===== src/rtl/tet_pkg.sv =====
// ----------------------------------------------------------------------------
// tet_pkg: shared types and constants of the task entry table
// Entry layout, per-cell control and status groups, mode and status codes.
// ----------------------------------------------------------------------------
package tet_pkg;

  localparam int DEFAULT_DEPTH   = 32;
  localparam int DEFAULT_BUCKETS = 23;
  // a bucket index stays below 256 buckets
  localparam int BUCKET_W        = 8;

  localparam logic [2:0] MODE_REG   = 3'd0;
  localparam logic [2:0] MODE_REM   = 3'd1;
  localparam logic [2:0] MODE_FIND  = 3'd2;
  localparam logic [2:0] MODE_FINDI = 3'd3;
  localparam logic [2:0] MODE_LOST  = 3'd4;
  localparam logic [2:0] MODE_LIST  = 3'd5;

  localparam logic [1:0] ST_OK       = 2'd0;
  localparam logic [1:0] ST_FULL     = 2'd1;
  localparam logic [1:0] ST_NOTFOUND = 2'd2;
  localparam logic [1:0] ST_CONNLOST = 2'd3;

  localparam logic signed [16:0] SOCK_LOST = -17'sd1;

  typedef struct packed {
    logic [30:0]          task_id;
    logic signed [16:0]   socket;
    logic [15:0]          port;
    logic [1:0]           refs;
    logic                 eof;
    logic [BUCKET_W-1:0]  bucket;
  } tet_entry_t;

  typedef struct packed {
    logic load;
    logic shift;
    logic kill;
    logic dec;
    logic lose;
  } tet_cell_ctrl_t;

  typedef struct packed {
    logic valid;
    logic task_hit;
    logic sock_hit;
    logic bucket_hit;
  } tet_cell_flags_t;

endpackage


===== src/rtl/tet_cell.sv =====
// ----------------------------------------------------------------------------
// tet_cell: one slot of the task entry table
// Holds one entry, compares it against the lookup keys, takes its upper
// neighbor's entry when the row compacts.
// ----------------------------------------------------------------------------
module tet_cell (
  input  logic                         clk,
  input  logic                         rst_n,
  input  tet_pkg::tet_cell_ctrl_t      ctrl,
  input  tet_pkg::tet_entry_t          wdata,
  input  tet_pkg::tet_entry_t          above,
  input  logic [30:0]                  key_task,
  input  logic signed [16:0]           key_sock,
  input  logic [tet_pkg::BUCKET_W-1:0] key_bucket,
  output tet_pkg::tet_entry_t          entry,
  output tet_pkg::tet_cell_flags_t     flags
);

  logic                valid_r;
  tet_pkg::tet_entry_t ent_r;

  always_ff @(posedge clk) begin
    if (!rst_n) begin
      valid_r <= 1'b0;
    end else if (ctrl.kill) begin
      valid_r <= 1'b0;
    end else if (ctrl.load) begin
      valid_r <= 1'b1;
    end
  end

  always_ff @(posedge clk) begin
    if (ctrl.load) begin
      ent_r <= wdata;
    end else if (ctrl.shift) begin
      ent_r <= above;
    end else if (ctrl.dec) begin
      if (ent_r.refs != 2'd0) begin
        ent_r.refs <= ent_r.refs - 2'd1;
      end
    end else if (ctrl.lose && valid_r && ent_r.socket == key_sock) begin
      ent_r.socket <= tet_pkg::SOCK_LOST;
    end
  end

  assign entry            = ent_r;
  assign flags.valid      = valid_r;
  assign flags.task_hit   = valid_r && (ent_r.task_id == key_task);
  assign flags.sock_hit   = valid_r && (ent_r.socket == key_sock);
  assign flags.bucket_hit = valid_r && (ent_r.bucket == key_bucket);

endmodule


===== config.mk =====
export PLATFORM = sky130hd
export DESIGN_NAME = tet_cell
export DESIGN_NICKNAME = d
export VERILOG_FILES = /design/src/rtl/tet_pkg.sv /design/src/rtl/tet_cell.sv
export SDC_FILE = /design/constraint.sdc
export NUM_CORES = 1
export LEC_CHECK = 0
export BUFFER_PORTS_ARGS = -buffer_cell sky130_fd_sc_hd__buf_2
export CORE_AREA = 5 5 110 112
export DETAILED_ROUTE_END_ITERATION = 16
export DIE_AREA = 0 0 115 117
export GPL_ROUTABILITY_DRIVEN = 1
export GPL_TIMING_DRIVEN = 0
export PLACE_DENSITY = 0.77
export RECOVER_POWER = 50
export SYNTH_ARGS = -nofsm -noshare
export SYNTH_HDL_FRONTEND = slang
export SYNTH_SLANG_ARGS = --single-unit

===== constraint.sdc =====
create_clock -name clk -period 5.3 [get_ports clk]
set_clock_uncertainty 0.05 [all_clocks]
set_input_delay 0.265 -clock clk [delete_from_list [all_inputs] [get_ports clk]]
set_output_delay 0.265 -clock clk [all_outputs]
set_load 0.05 [all_outputs]

==> PnR_summary.wiki, run 1 <==
{| class="wikitable"
! Metric !! Value
|-
| Routed via count || about 3400
|-
| Leakage power || between 0.002 and 0.003 uW
|-
| Total power of the final layout || about 1900 uW
|-
| CTS tree || built
|-
| Result of the run || finished clean
|-
| Total half-perimeter wirelength after legalization and detailed placement || 10.4 mm
|-
| MaxCap Viol Count || 0
|-
| Number of setup violations in the final report || 0
|-
| # clock sinks || 76
|-
| Max VDD drop || between 150 and 200 uV
|-
| Reg-to-reg critical path startpoint || entry[43]$_DFFE_PP_
|-
| Post-place instance area || between 5000 and 6000 um^2
|-
| Antenna Cells || 0
|-
| Post-CTS setup buffer count || 0
|-
| Commonest cells post-synth || 75 x sky130_fd_sc_hd__edfxtp_1, 56 x sky130_fd_sc_hd__mux2_2, 31 x sky130_fd_sc_hd__xor2_1
|-
| Starting density of the core || 0.352
|-
| Via-to-Cell Ratio || 4.60
|-
| Post-CTS Resized || 0
|-
| Final worst path period need || roughly 2.4 ns
|-
| Number of global-route vias before repair || roughly 3700
|-
| Largest net degree at the start of global routing || 38
|-
| Fraction of the cycle the final worst path needs || 0.447
|-
| Total Wirelength || between 10 and 15 mm
|-
| Mean cell area of the mapped netlist || 13.5 um^2
|-
| Worst-path maximum fanout || 2
|-
| Post-cts hold buffer count || 0
|-
| Overall global routing resource usage || 0.172
|-
| Placeable core region || around 11000 um^2
|-
| Number of placed I/O pins || 292
|-
| Residual DRC count || 0
|-
| Register bit total from synthesis || 76
|-
| R2R cell count || 5
|-
| Flop-to-flop setup slack || a little over 3 ns
|-
| Worst min-delay path startpoint || ctrl[2]
|-
| Synth Net Count || just over 500
|-
| Final number of max-transition violations || 0
|-
| RSZ-0062 raised after global routing || no
|-
| Gate count of the mapped netlist || between 200 and 300
|-
| First drt pass iteration count || 4
|-
| Total congestion overflow || 0
|-
| Worst slew pin tran || 0.708 ns
|-
| Dominant cells by area after synthesis || sky130_fd_sc_hd__edfxtp_1 58%, sky130_fd_sc_hd__mux2_2 16%, sky130_fd_sc_hd__xor2_1 6.9%
|-
| Worst slack after detailed placement || 3.12 ns
|-
| Number of H-tree levels || 3
|-
| Post-layout instance area || slightly below 6000 um^2
|-
| Chip Height || 117 um
|-
| Power per Cell Area || about 330 nW/um^2
|-
| Final setup TNS || 0 ns
|-
| Crit Path Class || register to output pin
|-
| Endpoint, Worst Hold || valid_r$_SDFFE_PP0P_
|-
| Number of nets with antenna violations after routing || 0
|-
| Count of cell types in the netlist || 27
|-
| Routability cong. || roughly 0.84
|-
| Clk_lat worst skew || ~0.33 ns
|-
| Area of the die || ~13000 um^2
|-
| Global-route wire length before repair || around 18 mm
|-
| Proportion of register bits with asynchronous set or reset after synthesis || 0
|-
| Worst hold path class || input port to register
|-
| Max Freq || 0.422 GHz
|-
| Number of DRC markers in iteration 0 || between 100 and 150
|-
| Critical Path Source Type || register
|-
| Sequential area share after synthesis || 0.580
|-
| Wirelength per Cell || between 15 and 20 um
|-
| Slack of the critical path || 2.93 ns
|-
| Number of hold violations in the final report || 0
|-
| Most repeated cell in the gate-level netlist after synthesis || sky130_fd_sc_hd__edfxtp_1
|-
| Root buffer cell || sky130_fd_sc_hd__clkbuf_16
|-
| Hold Crit Depth || 2
|-
| Count of buffers from port buffering || 290
|-
| Syn Std Cell Area || 3920 um^2
|-
| Warning count from the yosys run || 0
|-
| Top-area cell type share of the netlist area || 0.575
|-
| Top cell type by total area after synthesis || sky130_fd_sc_hd__edfxtp_1
|-
| Standard-cell rows || 39
|-
| Clock buffer count from CTS || 9
|-
| Ratio of cells with drive above 1 in the final layout || 0.533
|-
| Clock-pin slew on the worst setup and hold paths || roughly 0.05 ns
|-
| Initial antenna violation count || 0
|-
| Layout area overhead || 48.4%
|-
| Width of the chip || approximately 120 um
|-
| Final nets || 808
|-
| Predominant post-synthesis flop cell || sky130_fd_sc_hd__edfxtp_1
|-
| CP Data Arrival Time || 2.05 ns
|-
| Capture instance of the worst register-to-register path || entry[31]$_DFFE_PP_
|-
| Number of synthesized flops with an enable pin || 75
|-
| Clock Tree Buf Depth || 2
|-
| Critical path data required time || 4.99 ns
|-
| Critical path endpoint category || output pin
|-
| Max transition margin || 0.528
|}
## power by group
part	switching [uW]	leakage (uW)	total (uW)	internal, uW
Clock	236	0.000139	598	362
Combinational	353	0.00168	516	164
Sequential	41.1	0.000768	781	740
Total	630	0.00259	1900	1270
## kinds of logic (layout without fill, tap and decap cells)
kind of cell	after synthesis	after routing	share of synthesized area
adders and majority gates	1	1	0.00320
DFF	76	76	0.580
muxes	58	58	0.166
AOI/OAI and AO/OA	21	21	0.0297
and+or+nand+nor	45	45	0.0588
buffers and inverters	34	342	0.0364
xor gates and xnor gates	56	56	0.125
## through the flow
| step | instances | util | hold WS (ns) |
|---|---|---|---|
| after floorplan | 291 | - | 0.291 |
| after CTS | 742 | 0.529 | 0.0295 |
| after global routing | 742 | 0.522 | 0.0501 |
| final | 742 | 0.522 | 0.0447 |
| after global placement | 724 | 0.498 | 0.379 |
| after detailed placement | 726 | 0.502 | 0.380 |
## flip-flops by register name, summed over array words and instances, names as in the netlist
name and count:
entry 75, valid_r 1
## critical path, stage by stage, from the launching register on
cell,delay (ns)
sky130_fd_sc_hd__edfxtp_1,0.40
sky130_fd_sc_hd__xor2_1,0.16
sky130_fd_sc_hd__nor4_1,0.41
sky130_fd_sc_hd__nand2_1,0.11
sky130_fd_sc_hd__nor4_1,0.33
sky130_fd_sc_hd__buf_2,0.32
## area by class of cell
type	instances	area [um^2]
plain buffers	12	51.3
clock buffers	9	225
inverters	22	82.6
flip-flops and latches	76	2270
multi-input cells	181	1510
well taps	143	179
repair buffers	292	1420
clock inverters	7	67.6
fillers	1024	5310
## layer usage
| metal | part of all wire | GRT usage | vias to the layer above |
|---|---|---|---|
| li1 | - | - | 1649 |
| met1 | 0.36 | 0.190 | 1570 |
| met2 | 0.54 | 0.319 | 169 |
| met3 | 0.080 | 0.0370 | 23 |
| met4 | 0.024 | 0.0743 | 0 |
| met5 | 0 | 0 | - |
## worst max path at each step
stage,end,slack (ns),startpoint
after global placement,entry[38]$_DFFE_PP_,2.27,entry[43]$_DFFE_PP_
after floorplan,flags[2],2.25,entry[70]$_DFFE_PP_
after global routing,flags[2],2.83,entry[65]$_DFFE_PP_
after detailed placement,entry[31]$_DFFE_PP_,3.12,entry[43]$_DFFE_PP_
final,flags[2],2.93,entry[65]$_DFFE_PP_
after CTS,flags[2],2.87,entry[57]$_DFFE_PP_
## placed cells by master (no fill, tap or decap), drive strengths merged, types with 2 or more instances in the layout
cell / count
a21oi: 17
buf: 247
clkbuf: 66
clkinv: 4
clkinvlp: 2
edfxtp: 75
inv: 22
mux2: 56
mux2i: 2
nand2: 3
nand4: 7
nor2: 20
nor4: 9
o21ai: 3
xnor2: 25
xor2: 31
Power figures use the tool's default switching activity.
==> run 2, diff against run 1 <==
- ABC_AREA: unset -> 1
- CORE_AREA: 5 5 110 112 -> unset
- CORE_MARGIN: unset -> 5
- CORE_UTILIZATION: unset -> 38
- DIE_AREA: 0 0 115 117 -> unset
- PLACE_DENSITY: 0.77 -> 0.82
- clock period: 5.3 -> 2.1 ns (I/O delays scaled with it)
==> PnR_summary.wiki, run 2 <==
{| class="wikitable"
! Metric !! Value
|-
| Result of the run || finished clean
|-
| Synth Net Count || approximately 730
|-
| Warning count from the yosys run || 0
|-
| Standard-cell rows || 38
|-
| Placed cells || about 950
|-
| Number of hold violations in the final report || 0
|-
| MaxCap Viol Count || 0
|-
| Syn Std Cell Area || around 4200 um^2
|-
| Fraction of the cycle the final worst path needs || 0.917
|-
| Bufs and invs on worst path || 1
|-
| Hold WS || ~0.013 ns
|-
| Top-area cell type share of the netlist area || 0.532
|-
| Gate count of the mapped netlist || 520
|-
| Max Freq || between 0.5 and 0.6 GHz
|-
| # clock sinks || 76
|-
| Combinational family with the most area after synthesis || simple AND/OR/NAND/NOR gates
|-
| Sequential area share after synthesis || 0.537
|-
| Predominant post-synthesis flop cell || sky130_fd_sc_hd__edfxtp_1
|-
| Most frequent cells in the layout || 265 x sky130_fd_sc_hd__nand2_1, 221 x sky130_fd_sc_hd__buf_2, 133 x sky130_fd_sc_hd__dlygate4sd3_1
|-
| Final-layout fill cell count || between 800 and 900
|-
| Worst hold path class || input port to register
|-
| Crit Path Class || register to output pin
|-
| Mux cell area share after synthesis || 0
|-
| Number of nets with antenna violations after routing || 0
|-
| Synthesized-area fraction occupied by and/or/nand/nor cells || 0.280
|-
| Commonest cells post-synth || 266 x sky130_fd_sc_hd__nand2_1, 75 x sky130_fd_sc_hd__edfxtp_1, 45 x sky130_fd_sc_hd__inv_1
|-
| Leakage power || roughly 0.0037 uW
|-
| Residual DRC count || 0
|-
| Total congestion overflow || 0
|-
| Width of the chip || roughly 120 um
|-
| Worst slew pin tran || 1.14 ns
|-
| Critical-path top delay cell || sky130_fd_sc_hd__edfxtp_1
|-
| Chip Height || approximately 120 um
|-
| Placeable core region || roughly 11000 um^2
|-
| Number of synthesized flops with an enable pin || 75
|-
| RSZ-0062 raised after global routing || no
|-
| Xor-xnor portion of the synthesized cell area || 0.0455
|-
| Routed via count || approximately 5200
|-
| CTS tree || built
|-
| Total power of the final layout || slightly below 5000 uW
|-
| Mean cell area of the mapped netlist || about 8.1 um^2
|-
| Critical path endpoint category || output pin
|-
| Starting density of the core || 0.389
|-
| Clk_lat worst skew || roughly 0.35 ns
|-
| Final nets || about 1200
|-
| Clock-pin slew on the worst setup and hold paths || 0.09 ns
|-
| Via-to-Cell Ratio || roughly 4.7
|-
| Post-CTS setup buffer count || 0
|-
| Wirelength per Cell || ~16 um
|-
| Register bit total from synthesis || 76
|-
| Total half-perimeter wirelength after legalization and detailed placement || between 10 and 15 mm
|-
| Flip-flop count of the largest register after layout || 75
|-
| Global-route wire length before repair || 25.5 mm
|-
| Number of global-route vias before repair || between 5000 and 6000
|-
| Worst path cell trace || xor2_1 > nor2_1 > nand3_1 > nor2_1 > nand2_1 > nor2_1 > buf_2
|-
| Slack of the critical path || between 0.15 and 0.2 ns
|-
| Adder-cell share of the synthesized area || 0.00296
|-
| Final number of max-transition violations || 0
|-
| Critical Path Source Type || register
|-
| Max transition margin || 0.240
|-
| Number of placed I/O pins || ~290
|-
| Most repeated cell in the gate-level netlist after synthesis || sky130_fd_sc_hd__nand2_1
|-
| Ratio of cells with drive above 1 in the final layout || 0.264
|-
| Initial antenna violation count || 2
|-
| Clock Tree Buf Depth || 2
|-
| CP Data Arrival Time || approximately 1.8 ns
|-
| Power per Cell Area || ~670 nW/um^2
|-
| Antenna Cells || 0
|-
| Proportion of register bits with asynchronous set or reset after synthesis || 0
|-
| Number of setup violations in the final report || 0
|-
| Overall global routing resource usage || 0.249
|-
| Total Wirelength || around 17 mm
|-
| Crit. Startpoint || entry[72]$_DFFE_PP_
|-
| Critical path data required time || about 2 ns
|-
| Area fraction in compound gates after synthesis || 0.0588
|-
| Leading cell type in the layout, fill and taps excluded || sky130_fd_sc_hd__nand2_1
|-
| Dominant cells by area after synthesis || sky130_fd_sc_hd__edfxtp_1 53%, sky130_fd_sc_hd__nand2_1 24%, sky130_fd_sc_hd__inv_1 4.0%
|-
| Count of cell types in the netlist || 21
|-
| First drt pass iteration count || 5
|-
| Number of H-tree levels || 3
|-
| Worst min-delay path startpoint || above[34]
|-
| Worst slack after detailed placement || about 0.14 ns
|-
| Largest net degree at the start of global routing || 31
|-
| Routability cong. || between 0.8 and 0.9
|-
| Crit-path most repeated cell || sky130_fd_sc_hd__nor2_1
|-
| Clock buffer count from CTS || 9
|-
| Root buffer cell || sky130_fd_sc_hd__clkbuf_8
|-
| Number of DRC markers in iteration 0 || between 200 and 300
|-
| Final worst path period need || 1.93 ns
|-
| Count of buffers from port buffering || 290
|-
| Area of the die || between 10000 and 15000 um^2
|-
| Layout area overhead || 72.8%
|-
| Max VDD drop || approximately 350 uV
|-
| Final std cells w/o fill || 1100
|-
| Reg-to-reg critical path startpoint || entry[30]$_DFFE_PP_
|-
| Max incr delay on CP || approximately 0.42 ns
|-
| Top cell type by total area after synthesis || sky130_fd_sc_hd__edfxtp_1
|-
| Worst path top cell family by delay || simple AND/OR/NAND/NOR gates
|-
| Worst-path maximum fanout || 2
|}
## run 2: changes by cell type after synthesis, moves of 8 or more
cell / change
sky130_fd_sc_hd__xor2_1: -25
sky130_fd_sc_hd__nor2_1: +16
sky130_fd_sc_hd__mux2_2: -56
sky130_fd_sc_hd__nand2_1: +263
sky130_fd_sc_hd__buf_6: +8
sky130_fd_sc_hd__o22ai_1: +8
sky130_fd_sc_hd__inv_1: +23
sky130_fd_sc_hd__a21oi_1: -12
sky130_fd_sc_hd__xnor2_1: -9
sky130_fd_sc_hd__nor4_1: -8
sky130_fd_sc_hd__o21ai_0: +23
## run 2: power by group
part	internal (uW)	switching (uW)	total, uW
Clock	675	594	1270
Sequential	1870	107	1970
Combinational	572	1060	1640
## run 2: path summary, 6_finish.rpt
check / to / slack, ns / cells after the start
setup / recovery: flags[2] / 0.17 / 7
hold / removal: entry[34]$_DFFE_PP_ / 0.01 / 3
setup reg to reg: entry[33]$_DFFE_PP_ / 0.35 / 5
hold reg to reg: entry[9]$_DFFE_PP_ / 0.68 / 3
## run 2: logic make-up after synthesis
kind of cell	after synthesis
AO/OA/AOI/OAI	44
XOR/XNOR	22
adder cells (fa/ha/maj)	1
buffers and inverters	66
flip-flops	76
AND/OR/NAND/NOR	311
## run 2: per-stage QoR
step | setup TNS [ns] | utilization | area [um^2]
after floorplan | 0 | - | 4230
after global placement | -27.30 | 0.538 | 5860
after detailed placement | 0 | 0.540 | 5880
after CTS | 0 | 0.683 | 7440
after global routing | 0 | 0.672 | 7320
final | 0 | 0.672 | 7320
## run 2: layout make-up
cell class | count | area [um^2] | share of cell area
Timing Repair Buffer | 424 | 2710 | 0.370
Sequential cell | 76 | 2270 | 0.311
Multi-Input combinational cell | 378 | 1640 | 0.224
Inverter | 47 | 176 | 0.0241
Tap cell | 140 | 175 | 0.0239
Clock buffer | 9 | 124 | 0.0169
Buffer | 19 | 116 | 0.0159
Clock inverter | 7 | 101 | 0.0139
## run 2: what timing repair did
item,CTS,global route
endpoints found under the setup margin,0,18
gates resized for setup,0,2
hold buffers,133,0
hold endpoints to repair,72,0
## run 2: routing by layer
metal | wire [um] | part of all wire | GRT usage
met5 | 25 | 0.0014 | 0
met4 | 544 | 0.031 | 0.114
met3 | 1940 | 0.11 | 0.0757
met2 | 8860 | 0.51 | 0.456
met1 | 6090 | 0.35 | 0.260
## run 2: tightest hold or removal path, cell delays in order
cell,delay [ns]
sky130_fd_sc_hd__buf_2,0.07
sky130_fd_sc_hd__o21ai_0,0.08
sky130_fd_sc_hd__nand2_1,0.06
