`src/rtl/tet_pkg.sv`:
```
// ----------------------------------------------------------------------------
// tet_pkg: shared types and constants of the task entry table
// Entry layout, per-cell control and status groups, mode and status codes.
// ----------------------------------------------------------------------------
package tet_pkg;

  localparam int DEFAULT_DEPTH   = 32;
  localparam int DEFAULT_BUCKETS = 23;
  // a bucket index stays below 256 buckets
  localparam int BUCKET_W        = 8;

  localparam logic [2:0] MODE_REG   = 3'd0;
  localparam logic [2:0] MODE_REM   = 3'd1;
  localparam logic [2:0] MODE_FIND  = 3'd2;
  localparam logic [2:0] MODE_FINDI = 3'd3;
  localparam logic [2:0] MODE_LOST  = 3'd4;
  localparam logic [2:0] MODE_LIST  = 3'd5;

  localparam logic [1:0] ST_OK       = 2'd0;
  localparam logic [1:0] ST_FULL     = 2'd1;
  localparam logic [1:0] ST_NOTFOUND = 2'd2;
  localparam logic [1:0] ST_CONNLOST = 2'd3;

  localparam logic signed [16:0] SOCK_LOST = -17'sd1;

  typedef struct packed {
    logic [30:0]          task_id;
    logic signed [16:0]   socket;
    logic [15:0]          port;
    logic [1:0]           refs;
    logic                 eof;
    logic [BUCKET_W-1:0]  bucket;
  } tet_entry_t;

  typedef struct packed {
    logic load;
    logic shift;
    logic kill;
    logic dec;
    logic lose;
  } tet_cell_ctrl_t;

  typedef struct packed {
    logic valid;
    logic task_hit;
    logic sock_hit;
    logic bucket_hit;
  } tet_cell_flags_t;

endpackage

```
`src/rtl/tet_mod.sv`:
```
// ----------------------------------------------------------------------------
// tet_mod: bucket index unit
// Reduces a task id modulo the bucket count in three pipelined steps: fold
// the id bytes by their weights, reciprocal multiply, subtract the multiple.
// ----------------------------------------------------------------------------
module tet_mod #(
  parameter int BUCKETS = tet_pkg::DEFAULT_BUCKETS
) (
  input  logic                         clk,
  input  logic                         rst_n,
  input  logic                         start,
  input  logic [30:0]                  din,
  output logic                         done,
  output logic [tet_pkg::BUCKET_W-1:0] rem
);

  // weight of each id byte, already reduced by the bucket count
  localparam logic [7:0]  C0    = 8'(1 % BUCKETS);
  localparam logic [7:0]  C1    = 8'(256 % BUCKETS);
  localparam logic [7:0]  C2    = 8'(65536 % BUCKETS);
  localparam logic [7:0]  C3    = 8'(16777216 % BUCKETS);
  // rounded-up reciprocal, exact for folded sums below 2^18
  localparam logic [26:0] RECIP = 27'((67108864 + BUCKETS - 1) / BUCKETS);
  localparam logic [17:0] BK    = 18'(BUCKETS);

  logic [15:0]                  p0, p1, p2, p3;
  logic [17:0]                  fold;
  logic [44:0]                  prod;
  logic [17:0]                  qb;
  logic [17:0]                  diff;
  logic                         st1_r, st2_r, done_r;
  logic [17:0]                  fold_r;
  logic [17:0]                  q_r;
  logic [tet_pkg::BUCKET_W-1:0] rem_r;

  // the folded sum stays below 4 * 255 * 255, so 18 bits hold it
  always_comb begin
    p0   = 16'(din[7:0])   * 16'(C0);
    p1   = 16'(din[15:8])  * 16'(C1);
    p2   = 16'(din[23:16]) * 16'(C2);
    p3   = 16'(din[30:24]) * 16'(C3);
    fold = 18'(p0) + 18'(p1) + 18'(p2) + 18'(p3);
    prod = 45'(fold_r) * 45'(RECIP);
    qb   = q_r * BK;
    diff = fold_r - qb;
  end

  always_ff @(posedge clk) begin
    if (!rst_n) begin
      st1_r  <= 1'b0;
      st2_r  <= 1'b0;
      done_r <= 1'b0;
    end else begin
      st1_r  <= start;
      st2_r  <= st1_r;
      done_r <= st2_r;
    end
    if (start) begin
      fold_r <= fold;
    end
    if (st1_r) begin
      q_r <= prod[43:26];
    end
    if (st2_r) begin
      rem_r <= diff[tet_pkg::BUCKET_W-1:0];
    end
  end

  assign done = done_r;
  assign rem  = rem_r;

endmodule

```
`config.mk`:
```
export PLATFORM = sky130hd
export DESIGN_NAME = tet_mod
export DESIGN_NICKNAME = d
export VERILOG_FILES = /design/src/rtl/tet_pkg.sv /design/src/rtl/tet_mod.sv
export SDC_FILE = /design/constraint.sdc
export NUM_CORES = 1
export LEC_CHECK = 0
export BUFFER_PORTS_ARGS = -buffer_cell sky130_fd_sc_hd__clkbuf_2
export CORE_ASPECT_RATIO = 0.7
export CORE_UTILIZATION = 68
export DETAILED_ROUTE_END_ITERATION = 8
export PLACE_DENSITY = 0.89
export SLEW_MARGIN = 20
export SYNTH_ARGS = -nofsm -noshare
export SYNTH_HDL_FRONTEND = slang
export SYNTH_SLANG_ARGS = --single-unit
```
`constraint.sdc`:
```
create_clock -name clk -period 10.35 [get_ports clk]
set_clock_uncertainty 0.2 [all_clocks]
set_input_delay 1.035 -clock clk [delete_from_list [all_inputs] [get_ports clk]]
set_output_delay 1.035 -clock clk [all_outputs]
set_load 0.005 [all_outputs]
```
==> key figures, run 1 <==
Setup path
  – CP Capture Type: flip-flop
  – Critical path required time: 10.23 ns
  – R2R Path Start: fold_r[11]
  – Crit Path Class: reg -> reg
  – Worst-path fanout max: 6
  – R2R depth: 20
  – Worst R2R Setup Slack: 4.25 ns
  – FF-to-FF End: q_r[4]
  – Crit path launch: fold_r[11]
  – CP endpoint: q_r[4]
  – CP arrival: 5.99 ns
  – Worst Setup Start Kind: flip-flop

Routing
  – Wirelength per Cell: 18.9 um
  – Post-DRT Antenna Nets: 0
  – Initial DRT Pass Iterations: 5
  – Vias: 4,082
  – DR DRC count: 0
  – Detailed Route WL: 13.3 mm
  – Vias per inst: 5.80
  – DRT iter0 DRCs: 271

Global route
  – Number of global-route vias before repair: 4,688
  – Largest net degree at the start of global routing: 15
  – Initial antenna violation count: 0
  – GRT overflow: 0
  – Total GRT Usage: 32.3%
  – First-pass GRT wire length: 22.0 mm

Final layout
  – Finished Layout Cells: 704
  – Ant diodes: 0
  – Synth-to-Final Area Change: 8.79%
  – Fillcell total: 526
  – Post-layout nets: 859
  – Fraction of layout cells with a size suffix above 1: 9.25%

Synthesis
  – Syn. warnings: 0
  – Number of flops mapped to enable cells by yosys: 29
  – Share of the synthesized area in the top cell type: 33.1%
  – Cells after synthesis: 534
  – Most common cell in the synthesized netlist: ha_1
  – Most instantiated cells after synthesis: 158 x ha_1, 133 x inv_1, 84 x fa_1, 29 x edfxtp_1, 25 x xnor2_1
  – Syn Nets: 810
  – Synthesized flop and latch total: 32
  – Largest area contributor in the netlist: ha_1
  – Syn_area_per_cell: 11.2 sq um
  – Mapped Area: 5960 sq um
  – FFs w/ async S/R, synth: 0%
  – Distinct cells, synth: 38
  – Synth area leaders: ha_1 33%, fa_1 28%, edfxtp_1 15%
  – Sequential share of the synthesized area: 15.6%
  – Prevailing post-synth register cell: edfxtp_1

Placement
  – Final HPWL from detailed placement: 10.9 mm
  – Dpl cells: 696
  – IO buf count: 42
  – GPL Wtd Cong: 0.906
  – DP Worst Slack: 4.34 ns

Clocking
  – H-tree level count: 2
  – Clk sinks: 32
  – TritonCTS clock tree: yes
  – # hold bufs at CTS: 0
  – PostCTS Resize Cnt: 0
  – Post CTS Setup Buffer Count: 0
  – CTS Buf Count: 5
  – Clock transition at path regs: 0.06 ns
  – Clock root buffer master: clkbuf_16
  – Worst skew pair latency: 0.28 ns
  – Clock Path Buffers: 2

Floorplan
  – Starting Density: 70.4%
  – Die width: 114 um
  – Die Ht: 80.4 um
  – Num rows: 28
  – Die ar.: 9160 sq um
  – Total core area: 8480 sq um
  – IO Pins: 43

Timing
  – F_max: 0.164 GHz
  – Number of setup violations in the final report: 0
  – Final worst slack: 4.25 ns
  – Tcrit/Tclk final: 59.0%
  – Final hold vios: 0
  – Tightest Pin Transition: 0.610 ns
  – Slew margin rel.: 58.7%
  – RSZ-0062 raised after global routing: no
  – Min cycle time layout: 6.10 ns
  – Total Neg Setup Slack: 0 ns
  – Pins Over Slew Limit: 0

Job
  – Max_cap viols: 0

Min path
  – Hold/Removal Path Class: reg -> reg

Outcome
  – Status: finished clean
layout by cell type, fill, tap and decap left out, types with 2 or more instances in the layout:
master     synthesis  final
ha_1             158    158
nor2b_1            2      2
o21ai_0            7      7
mux2i_1            2      2
and4_1             2      2
o21a_1             2      2
nor4_1             2      2
nand3_1            2      2
clkbuf_16          0      5
a21o_1             9      9
nor2_1             8      8
or2_2              3      3
dfxtp_1            3      3
clkbuf_2           0     42
a21oi_1           16     16
xnor2_1           25     25
nor3_1             3      3
fa_1              84     84
nand2_1            7      7
inv_1            133    133
nand4_1            4      4
xor2_1             8      8
a31oi_1            2      2
o211ai_1           3      3
o21bai_1           3      3
edfxtp_1          29     29
nand2b_1           2      2
and2_1             3      3
through the flow:
| stage | util, % | hold slack (ns) | cell area, sq um |
|---|---|---|---|
| final | 76.5 | 0.446 | 6490 |
| after global routing | 76.5 | 0.469 | 6490 |
| after CTS | 76.5 | 0.445 | 6490 |
| after detailed placement | 74.6 | 0.433 | 6320 |
| after global placement | 74.6 | 0.427 | 6320 |
| after floorplan | - | 0.367 | 5960 |
final cells by class:
type	count	area, sq um	share of cell area (%)
clock buffer	6	129	1.99
clock inverter	2	35.0	0.540
inverter	133	499	7.69
multi-input combinational	369	4530	69.9
sequential	32	931	14.3
tap	120	150	2.31
timing repair buffer	42	210	3.24
critical path: stages (launching register included):
cell and delay (ns):
edfxtp_1 0.48, inv_1 0.08, ha_1 0.29, inv_1 0.04, ha_1 0.28, inv_1 0.06, fa_1 0.52, fa_1 0.56
inv_1 0.06, fa_1 0.54, inv_1 0.06, fa_1 0.51, inv_1 0.05, ha_1 0.28, and3_1 0.20, a221o_1 0.35
a221oi_2 0.34, o211ai_1 0.13, nor4bb_2 0.23, or4b_1 0.53, o311ai_1 0.13
metal layers:
metal | global-route usage [%] | share of wire [%] | vias up
li1 | - | - | 1864
met1 | 37.3 | 40 | 2004
met2 | 59.1 | 50 | 167
met3 | 7.17 | 6.6 | 47
met4 | 11.8 | 3.3 | 0
met5 | 0 | 0 | -
how the worst min path moves through the flow:
stage	endpoint	slack, ns	depth (start not counted)	from
global placement	q_r[4]	0.43	0	st1_r
global route	q_r[0]	0.47	0	st1_r
CTS	q_r[3]	0.45	0	st1_r
floorplan	q_r[0]	0.37	0	st1_r
finish	q_r[4]	0.45	0	st1_r
detailed placement	q_r[5]	0.43	0	st1_r
cell families after synthesis:
logic type | after synthesis | share of synthesized area (%)
AO/OA/AOI/OAI | 49 | 5.37
AND/OR/NAND/NOR | 43 | 4.13
multiplexers | 2 | 0.336
flip-flops | 32 | 15.6
buffers and inverters | 133 | 8.37
XOR/XNOR | 33 | 4.85
adder cells (fa/ha/maj) | 242 | 61.3
registers in the layout, indices dropped and copies added, names as in the netlist:
name	count
done	1
st1_r	1
st2_r	1
rem	8
fold_r	13
q_r	8
Power of run 1 is not shown: default switching activity piles up to over one toggle a cycle in this logic, so the estimate is an artifact.
==> inputs of run 2 (changes only) <==
CORE_UTILIZATION = 63   (was 68)
PLACE_DENSITY = 0.84   (was 0.89)
clock period = 6.35 ns   (was 10.35 ns; I/O delays follow)
==> run 2 against run 1 <==
Compared with the run above:
- via count shrank 4.1%
- highest routed layer unchanged
- sequential share of layout area is essentially flat
- register-to-register slack lost 3.8 ns
==> key figures, run 2 (synthesized netlist as in run 1, its figures left out) <==
Clocking
  – Clock root buffer master: clkbuf_16
  – Clock Path Buffers: 2 (unchanged)
  – Clock transition at path regs: 0.05 ns (about the same)
  – Clk sinks: 32 (unchanged)
  – CTS Buf Count: 5 (unchanged)
  – H-tree level count: 2 (unchanged)
  – PostCTS Resize Cnt: 0 (unchanged)
  – Post CTS Setup Buffer Count: 0 (unchanged)
  – TritonCTS clock tree: yes
  – Worst skew pair latency: 0.28 ns (about the same)
  – # hold bufs at CTS: 0 (unchanged)

Global route
  – Number of global-route vias before repair: 4,302 (-8.2%)
  – GRT overflow: 0 (unchanged)
  – Largest net degree at the start of global routing: 15 (unchanged)
  – First-pass GRT wire length: 20.1 mm (-8.7%)
  – Total GRT Usage: 26.5% (-5.8 points)
  – Initial antenna violation count: 0 (unchanged)

Floorplan
  – Num rows: 29 (+3.6%)
  – Die ar.: 9870 sq um (+7.8%)
  – Die Ht: 83.4 um (+3.8%)
  – Die width: 118 um (+3.8%)
  – IO Pins: 43 (unchanged)
  – Starting Density: 65.5% (-4.9 points)
  – Total core area: 9110 sq um (+7.4%)

Routing
  – Vias per inst: 5.52 (-4.7%)
  – Detailed Route WL: 11.8 mm (-11%)
  – Wirelength per Cell: 16.7 um (-12%)
  – Vias: 3,916 (-4.1%)
  – DRT iter0 DRCs: 234 (-14%)
  – Post-DRT Antenna Nets: 0 (unchanged)
  – Initial DRT Pass Iterations: 7 (+2)
  – DR DRC count: 0 (unchanged)

Final layout
  – Ant diodes: 0 (unchanged)
  – Fraction of layout cells with a size suffix above 1: 9.40% (+0.16 points)
  – Post-layout nets: 860 (+0.12%)
  – Synth-to-Final Area Change: 8.58%
  – Most frequent cells in the layout: 158 x ha_1, 133 x inv_1, 84 x fa_1
  – Max reg flops: 13 (unchanged)
  – Largest Register: fold_r
  – Commonest non-fill, non-tap cell in the layout: ha_1

Min path
  – Hold/Removal Path Class: in -> reg

Setup path
  – Crit Path Class: reg -> reg
  – CP Capture Type: flip-flop
  – Worst Setup Start Kind: flip-flop
  – Critical path required time: 6.22 ns (-4.01 ns)
  – CP arrival: 5.81 ns (-0.18 ns)
  – Worst-path fanout max: 6 (unchanged)

Placement
  – GPL Wtd Cong: 0.899 (-0.87%)
  – DP Worst Slack: 0.469 ns (-3.87 ns)
  – Final HPWL from detailed placement: 10.2 mm (-6.9%)
  – IO buf count: 42 (unchanged)

Timing
  – Final hold vios: 0 (unchanged)
  – Slew margin rel.: 63.0% (+4.3 points)
  – Final worst slack: 0.413 ns (-3.83 ns)
  – Tcrit/Tclk final: 93.5% (+35 points)
  – Number of setup violations in the final report: 0 (unchanged)
  – RSZ-0062 raised after global routing: no
  – Min cycle time layout: 5.94 ns (-0.167 ns)
  – Pins Over Slew Limit: 0 (unchanged)
  – Tightest Pin Transition: 0.547 ns (-0.0636 ns)
  – Total Neg Setup Slack: 0 ns (unchanged)
  – F_max: 0.168 GHz (+2.8%)

Outcome
  – Status: finished clean

Job
  – Max_cap viols: 0 (unchanged)
-- run 2: cell count changes in the layout (fill, tap and decap cells not counted) --
cell       before  now
clkbuf_1        1    0
bufinv_16       1    0
clkinv_1        0    1
clkinv_2        1    2
buf_4           0    1
-- run 2: cell type report --
| cell class | count | area [sq um] |
|---|---|---|
| multi-input cells | 369 | 4530 |
| repair buffers | 43 | 218 |
| clock inverters | 3 | 13.8 |
| clock buffers | 5 | 125 |
| well taps | 124 | 155 |
| inverters | 133 | 499 |
| flip-flops and latches | 32 | 931 |
| fillers | 613 | 2630 |
-- run 2: stage by stage --
stage	cell area (sq um)	hold WS (ns)	cells	util [%]
3_5_place_dp	6340	0.440	701	69.6
6_report	6480	0.373	709	71.1
3_3_place_gp	6340	0.430	701	69.6
4_1_cts	6480	0.377	709	71.1
5_1_grt	6480	0.389	709	71.1
2_1_floorplan	5960	0.367	534	-
-- run 2: worst max-delay path: stages, from the launching register on --
cell and delay, ns:
edfxtp_1 0.48, inv_1 0.07, ha_1 0.28, inv_1 0.04, ha_1 0.27, inv_1 0.05
fa_1 0.52, fa_1 0.54, inv_1 0.05, fa_1 0.54, inv_1 0.05, fa_1 0.50
inv_1 0.04, ha_1 0.28, and3_1 0.19, a221o_1 0.33, a221oi_2 0.29, o211ai_1 0.12
nor4bb_2 0.22, or4b_1 0.51, o311ai_1 0.13
-- run 2: path summary, 6_finish.rpt --
path	from	to	slack, ns	cells past startpoint
max	fold_r[11]	q_r[4]	0.41	20
min	rst_n	done	0.37	2
max reg2reg	fold_r[11]	q_r[4]	0.41	20
min reg2reg	st1_r	q_r[4]	0.45	0
-- run 2: metal layers --
| layer | track usage (%) | vias to the layer above | share of wire [%] |
|---|---|---|---|
| met1 | 35.3 | 1897 | 43 |
| met4 | 7.11 | 0 | 1.5 |
| met2 | 45.8 | 137 | 49 |
| met5 | 0 | - | 0 |
| met3 | 3.30 | 16 | 6.2 |
| li1 | - | 1866 | - |
Power of run 2 is left out for the same reason.
==> inputs of run 3 (changes only) <==
CELL_PAD_IN_SITES_DETAIL_PLACEMENT = 0   (was not set)
CELL_PAD_IN_SITES_GLOBAL_PLACEMENT = 2   (was not set)
CORE_UTILIZATION = 42   (was 63)
PLACE_DENSITY = 0.83   (was 0.84)
SETUP_SLACK_MARGIN = 0.3   (was not set)
==> run 3 against run 2 <==
Compared with the run above:
- utilization decreased by 24 points
- cell area rose by 1.7%
- global-route usage down 9.6 points
- register-to-register slack improved by 0.15 ns
- non-clock buffer count stayed put
- worst setup slack gained 0.15 ns
- critical path depth fell by 1
- fmax up 2.6%
- first-iteration DRC count fell by 56%
- largest cell class unchanged
==> key figures, run 3 (synthesized netlist as in run 1, its figures left out) <==
Floorplan
  – IO Pins: 43 (unchanged)
  – Die Ht: 102 um (+22%)
  – Die ar.: 14,700 sq um (+49%)
  – Total core area: 13,900 sq um (+52%)
  – Starting Density: 43.0% (-22 points)
  – Die width: 144 um (+22%)
  – Num rows: 36 (+24%)

Clocking
  – H-tree level count: 2 (unchanged)
  – CTS Buf Count: 5 (unchanged)
  – PostCTS Resize Cnt: 0 (unchanged)
  – # hold bufs at CTS: 0 (unchanged)
  – Clock root buffer master: clkbuf_16
  – Post CTS Setup Buffer Count: 0 (unchanged)
  – TritonCTS clock tree: yes
  – Clock transition at path regs: 0.06 ns (about the same)
  – Worst skew pair latency: 0.28 ns (about the same)
  – Clk sinks: 32 (unchanged)
  – Clock Path Buffers: 2 (unchanged)

Global route
  – First-pass GRT wire length: 18.7 mm (-6.8%)
  – Initial antenna violation count: 0 (unchanged)
  – Number of global-route vias before repair: 3,815 (-11%)
  – Largest net degree at the start of global routing: 15 (unchanged)
  – GRT overflow: 0 (unchanged)
  – Total GRT Usage: 16.9% (-9.6 points)

Timing
  – F_max: 0.173 GHz (+2.6%)
  – Tightest Pin Transition: 0.550 ns (+0.00333 ns)
  – RSZ-0062 raised after global routing: no
  – Slew margin rel.: 63.3% (+0.30 points)
  – Final hold vios: 0 (unchanged)
  – Tcrit/Tclk final: 91.1% (-2.4 points)
  – Number of setup violations in the final report: 0 (unchanged)
  – Final worst slack: 0.565 ns (+0.153 ns)
  – Total Neg Setup Slack: 0 ns (unchanged)
  – Min cycle time layout: 5.78 ns (-0.153 ns)
  – Pins Over Slew Limit: 0 (unchanged)

Routing
  – DR WL met2: 4.74 mm (-18%)
  – Vias per inst: 4.69 (-15%)
  – Initial DRT Pass Iterations: 5 (-2)
  – DRT iter0 DRCs: 103 (-56%)
  – Detailed Route WL: 11.0 mm (-7.2%)
  – Vias: 3,636 (-7.2%)
  – DR DRC count: 0 (unchanged)
  – Met3 WL: 354 um (-52%)
  – Wirelength per Cell: 14.2 um (-15%)
  – Met1 wire length: 5.86 mm (+14%)
  – Top Metal Used: met4
  – Post-DRT Antenna Nets: 0 (unchanged)

Final layout
  – Post-layout nets: 860 (unchanged)
  – Max reg flops: 13 (unchanged)
  – Fraction of layout cells with a size suffix above 1: 9.40% (unchanged)
  – Fillcell total: 1,331 (+120%)
  – Ant diodes: 0 (unchanged)
  – Commonest non-fill, non-tap cell in the layout: ha_1
  – Largest Register: fold_r
  – Synth-to-Final Area Change: 10.4%
  – Most frequent cells in the layout: 158 x ha_1, 133 x inv_1, 84 x fa_1

Setup path
  – CP Capture Type: flip-flop
  – Crit Path Class: reg -> reg
  – Worst Setup Start Kind: flip-flop
  – CP arrival: 5.68 ns (-0.13 ns)
  – Worst-path fanout max: 5 (-1)
  – Most used cell along the critical path: inv_1
  – Critical path buffers and inverters: 5 (-1)
  – CP top delay family: adder cells
  – Worst path cell trace: ha_1, inv_1, ha_1, inv_1, fa_1, fa_1, inv_1, fa_1, inv_1, fa_1, inv_1, ha_1, and3_1, a221o_1, a221oi_2, o211ai_1, nor4bb_2, or4b_1, o311ai_1
  – Slowest cell on crit path: fa_1
  – Crit path largest cell delay: 0.54 ns (about the same)
  – Critical path required time: 6.25 ns (+0.03 ns)

Placement
  – DP Worst Slack: 0.534 ns (+0.0650 ns)
  – GPL Wtd Cong: 0.842 (-6.3%)
  – IO buf count: 42 (unchanged)
  – Final HPWL from detailed placement: 9.95 mm (-2.1%)

Outcome
  – Status: finished clean

Job
  – Max_cap viols: 0 (unchanged)

Min path
  – Hold/Removal Path Class: in -> reg
## run 3: changes by cell type in the layout (fill, tap and decap cells not counted)
cell / previous run / this run
clkinv_1: 1 / 0
clkinv_2: 2 / 1
bufinv_16: 0 / 1
clkbuf_1: 0 / 1
## run 3: cell type report
cell class / count / area (sq um) / share of cell area, %
multi-input combinational: 369 / 4530 / 68.9
sequential: 32 / 931 / 14.1
inverter: 133 / 499 / 7.58
tap: 190 / 238 / 3.61
timing repair buffer: 43 / 218 / 3.31
clock buffer: 6 / 129 / 1.96
clock inverter: 2 / 35.0 / 0.532
## run 3: metal layers
layer	up-vias	global-route usage (%)
li1	1862	-
met5	-	0
met2	42	25.9
met1	1728	25.2
met4	0	1.46
met3	4	3.45
## run 3: stage by stage
step / utilization, % / area, sq um / hold WS [ns] / instances
2_1_floorplan: - / 5960 / 0.367 / 534
3_3_place_gp: 46.2 / 6410 / 0.415 / 766
3_5_place_dp: 46.2 / 6410 / 0.421 / 766
4_1_cts: 47.4 / 6580 / 0.408 / 774
5_1_grt: 47.5 / 6580 / 0.409 / 775
6_report: 47.5 / 6580 / 0.406 / 775
## run 3: worst paths after layout
| kind | from | endpoint | slack, ns | cells after the start |
|---|---|---|---|---|
| worst max-delay path | fold_r[12] | q_r[4] | 0.57 | 19 |
| worst min-delay path | rst_n | st2_r | 0.41 | 2 |
| worst max register to register | fold_r[12] | q_r[4] | 0.57 | 19 |
| worst min register to register | st1_r | q_r[6] | 0.43 | 0 |
Power of run 3 is left out for the same reason.
